`src/i2cm_pkg.sv`:
```
package i2cm_pkg;

  // Configuration register indexes
  localparam logic [7:0] REG_DEVICE_ADDRESS = 8'd0;
  localparam logic [7:0] REG_STRETCH_LIMIT  = 8'd1;

  localparam logic [7:0] STRETCH_LIMIT_RST = 8'd10;
  localparam logic [7:0] ADDR_READ_BIT     = 8'h01;

  // Command codes
  localparam logic [2:0] OP_START     = 3'd0;
  localparam logic [2:0] OP_STOP      = 3'd1;
  localparam logic [2:0] OP_SEND      = 3'd2;
  localparam logic [2:0] OP_RECV      = 3'd3;
  localparam logic [2:0] OP_WR_SINGLE = 3'd4;
  localparam logic [2:0] OP_WR_REG    = 3'd5;
  localparam logic [2:0] OP_RD_REG    = 3'd6;
  localparam logic [2:0] OP_INVALID   = 3'd7;

  // Completion status codes
  localparam logic [1:0] ST_OK      = 2'd0;
  localparam logic [1:0] ST_NACK    = 2'd1;
  localparam logic [1:0] ST_TIMEOUT = 2'd2;

  // Segment codes of a command program
  typedef enum logic [3:0] {
    SEG_END,
    SEG_START,
    SEG_STOP,
    SEG_TX_DATA,
    SEG_TX_REG,
    SEG_TX_ADDR,
    SEG_TX_ADDR_RD,
    SEG_RX,
    SEG_RX_NACK
  } seg_t;

  typedef struct packed {
    logic       cmd_valid;
    logic [2:0] operation;
    logic [7:0] tx_data;
    logic [7:0] reg_index;
    logic       send_nack;
    logic       scl_sense;
    logic       sda_sense;
  } item_t;

  typedef struct packed {
    logic       scl_drive_low;
    logic       sda_drive_low;
    logic       busy_res;
    logic       done_res;
    logic [1:0] status;
    logic [7:0] rx_byte;
    logic       ack_bit;
    logic       bus_active;
  } res_t;

  // Segment sequence of each command
  function automatic seg_t prog_code(input logic [2:0] op, input logic [2:0] step);
    seg_t code;
    code = SEG_END;
    case (op)
      OP_START:  if (step == 3'd0) code = SEG_START;
      OP_STOP:   if (step == 3'd0) code = SEG_STOP;
      OP_SEND:   if (step == 3'd0) code = SEG_TX_DATA;
      OP_RECV:   if (step == 3'd0) code = SEG_RX;
      OP_WR_SINGLE: begin
        case (step)
          3'd0:    code = SEG_START;
          3'd1:    code = SEG_TX_ADDR;
          3'd2:    code = SEG_TX_DATA;
          3'd3:    code = SEG_STOP;
          default: code = SEG_END;
        endcase
      end
      OP_WR_REG: begin
        case (step)
          3'd0:    code = SEG_START;
          3'd1:    code = SEG_TX_ADDR;
          3'd2:    code = SEG_TX_REG;
          3'd3:    code = SEG_TX_DATA;
          3'd4:    code = SEG_STOP;
          default: code = SEG_END;
        endcase
      end
      OP_RD_REG: begin
        case (step)
          3'd0:    code = SEG_START;
          3'd1:    code = SEG_TX_ADDR;
          3'd2:    code = SEG_TX_REG;
          3'd3:    code = SEG_START;
          3'd4:    code = SEG_TX_ADDR_RD;
          3'd5:    code = SEG_RX_NACK;
          3'd6:    code = SEG_STOP;
          default: code = SEG_END;
        endcase
      end
      default: code = SEG_END;
    endcase
    return code;
  endfunction

endpackage

```
`src/i2cm_ifs.sv`:
```
interface i2cm_item_if;
  logic       valid;
  logic       ready;
  logic       cmd_valid;
  logic [2:0] operation;
  logic [7:0] tx_data;
  logic [7:0] reg_index;
  logic       send_nack;
  logic       scl_sense;
  logic       sda_sense;

  modport source (output valid, cmd_valid, operation, tx_data, reg_index, send_nack,
                  scl_sense, sda_sense, input ready);
  modport sink (input valid, cmd_valid, operation, tx_data, reg_index, send_nack,
                scl_sense, sda_sense, output ready);
endinterface

interface i2cm_res_if;
  logic       valid;
  logic       ready;
  logic       scl_drive_low;
  logic       sda_drive_low;
  logic       busy_res;
  logic       done_res;
  logic [1:0] status;
  logic [7:0] rx_byte;
  logic       ack_bit;
  logic       bus_active;

  modport source (output valid, scl_drive_low, sda_drive_low, busy_res, done_res, status,
                  rx_byte, ack_bit, bus_active, input ready);
  modport sink (input valid, scl_drive_low, sda_drive_low, busy_res, done_res, status,
                rx_byte, ack_bit, bus_active, output ready);
endinterface

interface i2cm_cfg_if;
  logic       valid;
  logic       ready;
  logic [7:0] index;
  logic [7:0] data;

  modport source (output valid, index, data, input ready);
  modport sink (input valid, index, data, output ready);
endinterface

```
`src/i2cm_engine.sv`:
```
module i2cm_engine
  import i2cm_pkg::*;
(
  input  logic       clk,
  input  logic       rst,
  input  logic       accept,
  input  item_t      item,
  input  logic [7:0] device_address,
  input  logic [7:0] stretch_limit,
  output res_t       res
);

  typedef enum logic [3:0] {
    PH_IDLE,
    PH_S_RELSDA,
    PH_S_RELSCL,
    PH_S_WAIT,
    PH_S_ASDA,
    PH_S_ASCL,
    PH_P_ASDA,
    PH_P_RELSCL,
    PH_P_WAIT,
    PH_P_RELSDA,
    PH_B_SDA,
    PH_B_RELSCL,
    PH_B_WAIT
  } phase_t;

  typedef struct packed {
    phase_t     phase;
    logic [2:0] step;
    logic [3:0] bit_count;
    logic [7:0] shift;
    logic [7:0] stretch;
    logic       active;
    logic [7:0] tx;
    logic [7:0] reg_idx;
    logic       nack;
    logic       scl_low;
    logic       sda_low;
    logic [2:0] run_op;
    seg_t       seg;
    logic [1:0] status;
    logic [7:0] rx;
    logic       ack;
  } eng_t;

  eng_t st;
  eng_t st_next;
  logic is_rx;
  logic nack_bit;

  // Load the segment at the current program step
  function automatic eng_t load_seg(input eng_t s, input logic [7:0] dev);
    seg_t code;
    code = prog_code(s.run_op, s.step);
    s.seg = code;
    s.bit_count = 4'd0;
    unique case (code)
      SEG_START:      s.phase = s.active ? PH_S_RELSDA : PH_S_ASDA;
      SEG_STOP:       s.phase = PH_P_ASDA;
      SEG_TX_DATA: begin
        s.shift = s.tx;
        s.phase = PH_B_SDA;
      end
      SEG_TX_REG: begin
        s.shift = s.reg_idx;
        s.phase = PH_B_SDA;
      end
      SEG_TX_ADDR: begin
        s.shift = dev;
        s.phase = PH_B_SDA;
      end
      SEG_TX_ADDR_RD: begin
        s.shift = dev | ADDR_READ_BIT;
        s.phase = PH_B_SDA;
      end
      SEG_RX, SEG_RX_NACK: begin
        s.shift = 8'd0;
        s.phase = PH_B_SDA;
      end
      default: begin
        s.status = ST_OK;
        s.phase = PH_IDLE;
      end
    endcase
    return s;
  endfunction

  // Count one tick of SCL held low by a slave; give up at the limit
  function automatic eng_t stretch_tick(input eng_t s, input logic [7:0] lim);
    if (s.stretch != 8'hFF) begin
      s.stretch = s.stretch + 8'd1;
    end
    if (s.stretch >= lim) begin
      s.status = ST_TIMEOUT;
      s.phase = PH_IDLE;
    end
    return s;
  endfunction

  assign is_rx = (st.seg == SEG_RX) || (st.seg == SEG_RX_NACK);
  assign nack_bit = (st.seg == SEG_RX_NACK) ? 1'b1 : st.nack;

  // Advance the bus sequencer by one tick
  always_comb begin
    st_next = st;
    unique case (st.phase)
      PH_IDLE: begin
        if (item.cmd_valid && item.operation != OP_INVALID) begin
          st_next.tx = item.tx_data;
          st_next.reg_idx = item.reg_index;
          st_next.nack = item.send_nack;
          st_next.run_op = item.operation;
          st_next.step = 3'd0;
          st_next = load_seg(st_next, device_address);
        end
      end
      PH_S_RELSDA: begin
        st_next.sda_low = 1'b0;
        st_next.phase = PH_S_RELSCL;
      end
      PH_S_RELSCL: begin
        st_next.scl_low = 1'b0;
        st_next.stretch = 8'd0;
        st_next.phase = PH_S_WAIT;
      end
      PH_S_WAIT: begin
        if (item.scl_sense) begin
          st_next.phase = PH_S_ASDA;
        end else begin
          st_next = stretch_tick(st_next, stretch_limit);
        end
      end
      PH_S_ASDA: begin
        st_next.sda_low = 1'b1;
        st_next.phase = PH_S_ASCL;
      end
      PH_S_ASCL: begin
        st_next.scl_low = 1'b1;
        st_next.active = 1'b1;
        st_next.step = st.step + 3'd1;
        st_next = load_seg(st_next, device_address);
      end
      PH_P_ASDA: begin
        st_next.sda_low = 1'b1;
        st_next.phase = PH_P_RELSCL;
      end
      PH_P_RELSCL: begin
        st_next.scl_low = 1'b0;
        st_next.stretch = 8'd0;
        st_next.phase = PH_P_WAIT;
      end
      PH_P_WAIT: begin
        if (item.scl_sense) begin
          st_next.phase = PH_P_RELSDA;
        end else begin
          st_next = stretch_tick(st_next, stretch_limit);
        end
      end
      PH_P_RELSDA: begin
        st_next.sda_low = 1'b0;
        st_next.active = 1'b0;
        st_next.step = st.step + 3'd1;
        st_next = load_seg(st_next, device_address);
      end
      PH_B_SDA: begin
        if (st.bit_count < 4'd8) begin
          st_next.sda_low = is_rx ? 1'b0 : ~st.shift[7];
        end else begin
          st_next.sda_low = is_rx ? ~nack_bit : 1'b0;
        end
        st_next.phase = PH_B_RELSCL;
      end
      PH_B_RELSCL: begin
        st_next.scl_low = 1'b0;
        st_next.stretch = 8'd0;
        st_next.phase = PH_B_WAIT;
      end
      PH_B_WAIT: begin
        if (item.scl_sense) begin
          if (st.bit_count < 4'd8) begin
            st_next.shift = {st.shift[6:0], is_rx & item.sda_sense};
          end else if (!is_rx) begin
            st_next.ack = item.sda_sense;
          end
          st_next.scl_low = 1'b1;
          st_next.bit_count = st.bit_count + 4'd1;
          if (st_next.bit_count >= 4'd9) begin
            if (is_rx) begin
              st_next.rx = st_next.shift;
              st_next.step = st.step + 3'd1;
              st_next = load_seg(st_next, device_address);
            end else if (st_next.ack) begin
              st_next.status = ST_NACK;
              st_next.phase = PH_IDLE;
            end else begin
              st_next.step = st.step + 3'd1;
              st_next = load_seg(st_next, device_address);
            end
          end else begin
            st_next.phase = PH_B_SDA;
          end
        end else begin
          st_next = stretch_tick(st_next, stretch_limit);
        end
      end
      default: st_next.phase = PH_IDLE;
    endcase
  end

  // Result word reflects the state after this tick
  always_comb begin
    res.scl_drive_low = st_next.scl_low;
    res.sda_drive_low = st_next.sda_low;
    res.busy_res      = (st_next.phase != PH_IDLE);
    res.done_res      = (st.phase != PH_IDLE) && (st_next.phase == PH_IDLE);
    res.status        = st_next.status;
    res.rx_byte       = st_next.rx;
    res.ack_bit       = st_next.ack;
    res.bus_active    = st_next.active;
  end

  // Hold sequencer state; advance once per accepted tick
  always_ff @(posedge clk) begin
    if (rst) begin
      st <= '0;
    end else if (accept) begin
      st <= st_next;
    end
  end

endmodule

```
`src/i2c_master_byte_engine_core.sv`:
```
// I2C master byte engine: one bus tick per input word.
// The result word for a tick is registered and appears in the cycle after the tick is accepted.
// Throughput: one tick per clock; the output register is reloaded in the cycle
// its word is taken, so only output backpressure stalls input.
// Reset (synchronous, rst high): sequencer idle, both lines released, status,
// received byte and ack cleared, device_address 0, stretch_limit 10.
module i2c_master_byte_engine_core
  import i2cm_pkg::*;
(
  input  logic       clk,
  input  logic       rst,
  i2cm_item_if.sink  in_ch,
  i2cm_res_if.source out_ch,
  i2cm_cfg_if.sink   cfg
);

  logic [7:0] device_address;
  logic [7:0] stretch_limit;
  logic       accept;
  item_t      item;
  res_t       res_next;
  res_t       res_q;
  logic       res_valid;

  // Pack the incoming word
  assign item.cmd_valid = in_ch.cmd_valid;
  assign item.operation = in_ch.operation;
  assign item.tx_data   = in_ch.tx_data;
  assign item.reg_index = in_ch.reg_index;
  assign item.send_nack = in_ch.send_nack;
  assign item.scl_sense = in_ch.scl_sense;
  assign item.sda_sense = in_ch.sda_sense;

  // Take a new word when the output register is empty or draining
  assign in_ch.ready = !res_valid || out_ch.ready;
  assign accept      = in_ch.valid && in_ch.ready;

  i2cm_engine u_engine (
    .clk            (clk),
    .rst            (rst),
    .accept         (accept),
    .item           (item),
    .device_address (device_address),
    .stretch_limit  (stretch_limit),
    .res            (res_next)
  );

  // Write configuration registers
  assign cfg.ready = 1'b1;

  always_ff @(posedge clk) begin
    if (rst) begin
      device_address <= 8'd0;
      stretch_limit  <= STRETCH_LIMIT_RST;
    end else if (cfg.valid) begin
      unique case (cfg.index)
        REG_DEVICE_ADDRESS: device_address <= cfg.data;
        REG_STRETCH_LIMIT:  stretch_limit  <= cfg.data;
        default: ;
      endcase
    end
  end

  // Hold the result word until taken
  always_ff @(posedge clk) begin
    if (rst) begin
      res_valid <= 1'b0;
    end else if (accept) begin
      res_valid <= 1'b1;
    end else if (out_ch.ready) begin
      res_valid <= 1'b0;
    end
  end

  always_ff @(posedge clk) begin
    if (accept) begin
      res_q <= res_next;
    end
  end

  assign out_ch.valid         = res_valid;
  assign out_ch.scl_drive_low = res_q.scl_drive_low;
  assign out_ch.sda_drive_low = res_q.sda_drive_low;
  assign out_ch.busy_res      = res_q.busy_res;
  assign out_ch.done_res      = res_q.done_res;
  assign out_ch.status        = res_q.status;
  assign out_ch.rx_byte       = res_q.rx_byte;
  assign out_ch.ack_bit       = res_q.ack_bit;
  assign out_ch.bus_active    = res_q.bus_active;

endmodule

```
`src/flat_wrapper.sv`:
```
// flat-port wrapper written by rule: the top's interface ports become plain ports
module i2c_master_byte_engine_core_flat import i2cm_pkg::*;
  (clk, rst, in_ch_valid, in_ch_cmd_valid, in_ch_operation, in_ch_tx_data, in_ch_reg_index, in_ch_send_nack, in_ch_scl_sense, in_ch_sda_sense, in_ch_ready, out_ch_valid, out_ch_scl_drive_low, out_ch_sda_drive_low, out_ch_busy_res, out_ch_done_res, out_ch_status, out_ch_rx_byte, out_ch_ack_bit, out_ch_bus_active, out_ch_ready, cfg_valid, cfg_index, cfg_data, cfg_ready);
  i2cm_item_if in_ch_i ();
  i2cm_res_if out_ch_i ();
  i2cm_cfg_if cfg_i ();
  input  logic clk;
  input  logic rst;
  input wire logic [$bits(in_ch_i.valid)-1:0] in_ch_valid;
  input wire logic [$bits(in_ch_i.cmd_valid)-1:0] in_ch_cmd_valid;
  input wire logic [$bits(in_ch_i.operation)-1:0] in_ch_operation;
  input wire logic [$bits(in_ch_i.tx_data)-1:0] in_ch_tx_data;
  input wire logic [$bits(in_ch_i.reg_index)-1:0] in_ch_reg_index;
  input wire logic [$bits(in_ch_i.send_nack)-1:0] in_ch_send_nack;
  input wire logic [$bits(in_ch_i.scl_sense)-1:0] in_ch_scl_sense;
  input wire logic [$bits(in_ch_i.sda_sense)-1:0] in_ch_sda_sense;
  output wire logic [$bits(in_ch_i.ready)-1:0] in_ch_ready;
  output wire logic [$bits(out_ch_i.valid)-1:0] out_ch_valid;
  output wire logic [$bits(out_ch_i.scl_drive_low)-1:0] out_ch_scl_drive_low;
  output wire logic [$bits(out_ch_i.sda_drive_low)-1:0] out_ch_sda_drive_low;
  output wire logic [$bits(out_ch_i.busy_res)-1:0] out_ch_busy_res;
  output wire logic [$bits(out_ch_i.done_res)-1:0] out_ch_done_res;
  output wire logic [$bits(out_ch_i.status)-1:0] out_ch_status;
  output wire logic [$bits(out_ch_i.rx_byte)-1:0] out_ch_rx_byte;
  output wire logic [$bits(out_ch_i.ack_bit)-1:0] out_ch_ack_bit;
  output wire logic [$bits(out_ch_i.bus_active)-1:0] out_ch_bus_active;
  input wire logic [$bits(out_ch_i.ready)-1:0] out_ch_ready;
  input wire logic [$bits(cfg_i.valid)-1:0] cfg_valid;
  input wire logic [$bits(cfg_i.index)-1:0] cfg_index;
  input wire logic [$bits(cfg_i.data)-1:0] cfg_data;
  output wire logic [$bits(cfg_i.ready)-1:0] cfg_ready;
  assign in_ch_i.valid = in_ch_valid;
  assign in_ch_i.cmd_valid = in_ch_cmd_valid;
  assign in_ch_i.operation = in_ch_operation;
  assign in_ch_i.tx_data = in_ch_tx_data;
  assign in_ch_i.reg_index = in_ch_reg_index;
  assign in_ch_i.send_nack = in_ch_send_nack;
  assign in_ch_i.scl_sense = in_ch_scl_sense;
  assign in_ch_i.sda_sense = in_ch_sda_sense;
  assign in_ch_ready = in_ch_i.ready;
  assign out_ch_valid = out_ch_i.valid;
  assign out_ch_scl_drive_low = out_ch_i.scl_drive_low;
  assign out_ch_sda_drive_low = out_ch_i.sda_drive_low;
  assign out_ch_busy_res = out_ch_i.busy_res;
  assign out_ch_done_res = out_ch_i.done_res;
  assign out_ch_status = out_ch_i.status;
  assign out_ch_rx_byte = out_ch_i.rx_byte;
  assign out_ch_ack_bit = out_ch_i.ack_bit;
  assign out_ch_bus_active = out_ch_i.bus_active;
  assign out_ch_i.ready = out_ch_ready;
  assign cfg_i.valid = cfg_valid;
  assign cfg_i.index = cfg_index;
  assign cfg_i.data = cfg_data;
  assign cfg_ready = cfg_i.ready;
  i2c_master_byte_engine_core u_core (.clk(clk), .rst(rst), .in_ch(in_ch_i), .out_ch(out_ch_i), .cfg(cfg_i));
endmodule
```
`config.mk`:
```
export PLATFORM = sky130hd
export DESIGN_NAME = i2c_master_byte_engine_core_flat
export DESIGN_NICKNAME = d
export VERILOG_FILES = /design/src/i2cm_pkg.sv /design/src/i2cm_ifs.sv /design/src/i2cm_engine.sv /design/src/i2c_master_byte_engine_core.sv /design/src/flat_wrapper.sv
export SDC_FILE = /design/constraint.sdc
export NUM_CORES = 1
export LEC_CHECK = 0
export BUFFER_PORTS_ARGS = -buffer_cell sky130_fd_sc_hd__buf_2
export CAP_MARGIN = 30
export CORE_ASPECT_RATIO = 2
export CORE_MARGIN = 1
export CORE_UTILIZATION = 45
export CTS_CLUSTER_SIZE = 12
export DETAILED_ROUTE_END_ITERATION = 8
export PLACE_DENSITY = 0.65
export SLEW_MARGIN = 40
export SYNTH_ARGS = -nofsm -noshare
export SYNTH_HDL_FRONTEND = slang
export SYNTH_SLANG_ARGS = --single-unit
```
`constraint.sdc`:
```
create_clock -name clk -period 5.05 [get_ports clk]
set_input_delay 0.2525 -clock clk [delete_from_list [all_inputs] [get_ports clk]]
set_output_delay 0.2525 -clock clk [all_outputs]
set_load 0.02 [all_outputs]
```
==> results.md <==
* Result of the run: completed
* Highest achievable clock rate at 0.268 GHz
* Vias per cell at 5.99
* Cell seen most often among critical-path stages: sky130_fd_sc_hd__ha_1
* Cell Pwr Density at 269 nW/µm²
* Met1 track demand over resource in global routing at 0.273
* Total routing usage reported by global routing at 0.242
* Tightest Pin Transition at 0.817 ns
* Share of final-layout standard cells stronger than drive strength 1 at 0.147
* Count of synthesis-stage warnings from yosys at 0
* Root buf cell: sky130_fd_sc_hd__clkbuf_16
* Library cell contributing the largest single delay on the critical path: sky130_fd_sc_hd__nor2_1
* Met2 Use GR at 0.445
* Wirelength, routed at 16.6 mm
* ANT cells at 0
* Placeable Area at 13000 µm²
* Endpoint arrival time on the critical path at 3.80 ns
* Clock Sinks at 98
* Number of enable flip-flop cells after synthesis at 16
* Final weighted congestion of routability-driven global placement at 0.979
* Drc violations at 0
* Effective utilization at floorplan at 0.460
* Area contributors post-synth: sky130_fd_sc_hd__dfxtp_1 (27%), sky130_fd_sc_hd__edfxtp_1 (8.0%), sky130_fd_sc_hd__nand2_1 (6.8%)
* Most common cell in the synthesized netlist: sky130_fd_sc_hd__nand2_1
* Routed WL per cell at 17.7 µm
* Fin Clk Skew at 0.00741 ns
* First-pass detailed-route iteration total at 5
* Setup crit start kind: flop
* First DRT Iteration DRCs at 323
* Num CTS Buffers at 9
* RSZ-0062 raised after global routing: no
* Number of buffer and inverter stages on the critical path at 0
* Post-CTS Hold Fix Bufs at 0
* Headroom to the max-slew limit at 0.448
* Via count of the first global-routing pass at 5220
* Critical path's top delay family: simple AND/OR/NAND/NOR gates
* Num ports at 63
* Count of standard-cell rows at 59
* Max Fanout on Critical Path at 8
* Commonest cells post-synth: sky130_fd_sc_hd__nand2_1 (109), sky130_fd_sc_hd__nor2_1 (90), sky130_fd_sc_hd__dfxtp_1 (82)
* Utilization after layout at 0.509
* Quantity of gates resized following cts at 0
* Static leakage at 2.42 nW
* Final Max Slew Viols at 0
* Post-CTS setup buffers at 0
* Net count after synthesis at 807
* Post-synthesis cell count at 746
* Summed instance area of the synthesized netlist at 5970 µm²
* Largest incremental delay on the critical path at 0.44 ns
* Final count of hold timing violations at 0
* Largest area contributor in the netlist: sky130_fd_sc_hd__dfxtp_1
* Final Cycle Share at 0.740
* Met3 GRT Util at 0.0305
* Total via count after detailed routing at 5622
* Portion of synthesized cell area occupied by the leading cell type at 0.275
* Register clock-pin slew on the reported worst setup and hold paths at 0.07 ns
* Clock insertion delay at the later pin of the skew report at 0.35 ns
* Layout Nets at 843
* Critical path endpoint category: flop
* Crit path time final at 3.74 ns
* Class of the worst hold path: primary input to flop
* Wire length of the first global-routing pass at 26.6 mm
* Synthesis-to-layout area growth at 10.7%
* Finished Cell Area at 6610 µm²
* Maximum clock path buffer count at 2
* DIE WIDTH at 83.5 µm
* Worst-path cell chain: ha_1 > and2_0 > nand3_1 > mux2_2 > ha_1 > nand2_1 > o21ai_0 > a41oi_1 > nor2_1 > o31ai_1 > a221oi_1 > nand4_1
* Busiest layer in global routing: met2
* Setup violation total in the final timing report at 0
* Antenna violations before repair at 0
* Mean area per synthesized cell at 8.01 µm²
* Die height at 165 µm
* Maximum vdd ir drop at 171 µV
* Max_cap viols at 0
* Global route overflow at 0
* Remaining number of nets flagged by the antenna check after routing at 0
* Final sum of negative setup slack at 0 ns
* Count of distinct cell types in the synthesized netlist at 88
* CTS tree: built
* Die Outline Area at 13800 µm²
* Layout filler cell count at 1283
* Total placed instance area at 6300 µm²
* Half-perimeter wire length of the detailed placement result at 12.4 mm
* Kind of critical path: flop to flop
* Most common flop cell mapped by yosys: sky130_fd_sc_hd__dfxtp_1
* Req. time, crit path at 5.12 ns
* Number of buffers inserted by port buffering at 61
* Max H-tree Level at 3
* Pin count of the biggest net entering global routing at 51
* Flops & latches, synth at 98
* Sequential share of the synthesized area at 0.355
* Fraction of registers with async set or reset after synthesis at 0
layer usage:
metal	vias to the layer above	wire, µm
met2	142	8780
met1	2671	6740
met5	-	0
li1	2773	-
met4	0	572
met3	36	486
path summary, 6_finish.rpt:
path	startpoint	to	slack [ns]	cells after the start
setup / recovery	u_core.u_engine.st[38]	u_core.out_ch.busy_res	1.31	12
hold / removal	in_ch_reg_index[1]	u_core.u_engine.st[22]	0.14	3
setup reg to reg	u_core.u_engine.st[38]	u_core.out_ch.busy_res	1.31	12
hold reg to reg	u_core.u_engine.st[6]	u_core.u_engine.st[6]	0.46	2
cell type report:
class | instances | area [µm²] | share of cell area
sequential | 98 | 2120 | 0.321
multi-input combinational | 581 | 3560 | 0.539
tap | 152 | 190 | 0.0288
timing repair buffer | 66 | 343 | 0.0519
clock buffer | 11 | 254 | 0.0384
clock inverter | 5 | 42.5 | 0.00643
inverter | 26 | 97.6 | 0.0148
through the flow:
| stage | total power [W] | hold WS, ns | instances | setup WS (ns) |
|---|---|---|---|---|
| floorplan | 0.00103 | 0.382 | 746 | 2.04 |
| global placement | 0.00111 | 0.442 | 923 | 1.55 |
| detailed placement | 0.00111 | 0.447 | 923 | 1.39 |
| CTS | 0.00179 | 0.134 | 939 | 1.37 |
| global route | 0.00185 | 0.132 | 939 | 1.10 |
| finish | 0.00178 | 0.139 | 939 | 1.31 |
where the power goes:
part	total (W)	internal, W	switching (W)
Combinational	0.000239	0.0000850	0.000154
Clock	0.000683	0.000370	0.000313
Sequential	0.000856	0.000822	0.0000338
Total	0.00178	0.00128	0.000500
layout by cell type (no fill, tap or decap), types with 3 or more instances in the layout:
master	count
sky130_fd_sc_hd__nand2_1	109
sky130_fd_sc_hd__nor2_1	89
sky130_fd_sc_hd__dfxtp_1	81
sky130_fd_sc_hd__a21oi_1	78
sky130_fd_sc_hd__buf_2	61
sky130_fd_sc_hd__nand3_1	27
sky130_fd_sc_hd__inv_1	26
sky130_fd_sc_hd__o21ai_0	24
sky130_fd_sc_hd__mux2i_1	23
sky130_fd_sc_hd__a22oi_1	22
sky130_fd_sc_hd__ha_1	17
sky130_fd_sc_hd__nor3_1	16
sky130_fd_sc_hd__edfxtp_1	16
sky130_fd_sc_hd__nor2b_1	12
sky130_fd_sc_hd__nand2b_1	11
sky130_fd_sc_hd__a31oi_1	11
sky130_fd_sc_hd__clkbuf_16	10
sky130_fd_sc_hd__nand4_1	8
sky130_fd_sc_hd__a211oi_1	7
sky130_fd_sc_hd__o21a_1	6
sky130_fd_sc_hd__a311oi_1	6
sky130_fd_sc_hd__a21o_1	5
sky130_fd_sc_hd__xnor2_1	5
sky130_fd_sc_hd__and3_1	5
sky130_fd_sc_hd__buf_4	5
sky130_fd_sc_hd__nand3b_1	4
sky130_fd_sc_hd__a41oi_1	4
sky130_fd_sc_hd__or3_1	4
sky130_fd_sc_hd__a222oi_1	4
sky130_fd_sc_hd__a21boi_1	4
sky130_fd_sc_hd__nor3_2	3
sky130_fd_sc_hd__o22ai_1	3
sky130_fd_sc_hd__a221oi_1	3
worst reg2reg max path, cell delays in order, from the launching register on:
cell and delay [ns]:
sky130_fd_sc_hd__dfxtp_1 0.40, sky130_fd_sc_hd__ha_1 0.18, sky130_fd_sc_hd__and2_0 0.26, sky130_fd_sc_hd__nand3_1 0.30
sky130_fd_sc_hd__mux2_2 0.38, sky130_fd_sc_hd__ha_1 0.28, sky130_fd_sc_hd__nand2_1 0.04, sky130_fd_sc_hd__o21ai_0 0.27
sky130_fd_sc_hd__a41oi_1 0.26, sky130_fd_sc_hd__nor2_1 0.44, sky130_fd_sc_hd__o31ai_1 0.11, sky130_fd_sc_hd__a221oi_1 0.35
sky130_fd_sc_hd__nand4_1 0.17
registers in the layout (all words and copies together), names as in the netlist:
name,count
u_core.device_address,8
u_core.out_ch.ack_bit,1
u_core.out_ch.bus_active,1
u_core.out_ch.busy_res,1
u_core.out_ch.done_res,1
u_core.out_ch.rx_byte,8
u_core.out_ch.scl_drive_low,1
u_core.out_ch.sda_drive_low,1
u_core.out_ch.status,2
u_core.out_ch.valid,1
u_core.stretch_limit,8
u_core.u_engine.st,65
cells by family (layout without fill, tap and decap cells):
family,count (synthesis),count (layout),synth area share
other,1,1,0.000628
AOI/OAI and AO/OA,212,212,0.243
muxes,26,26,0.0442
adders and majority gates,18,18,0.0373
xor gates and xnor gates,6,6,0.0101
DFF,98,98,0.355
buffers and inverters,67,108,0.0509
and+or+nand+nor,318,318,0.259
No activity file was read; power rests on OpenSTA's default activity.
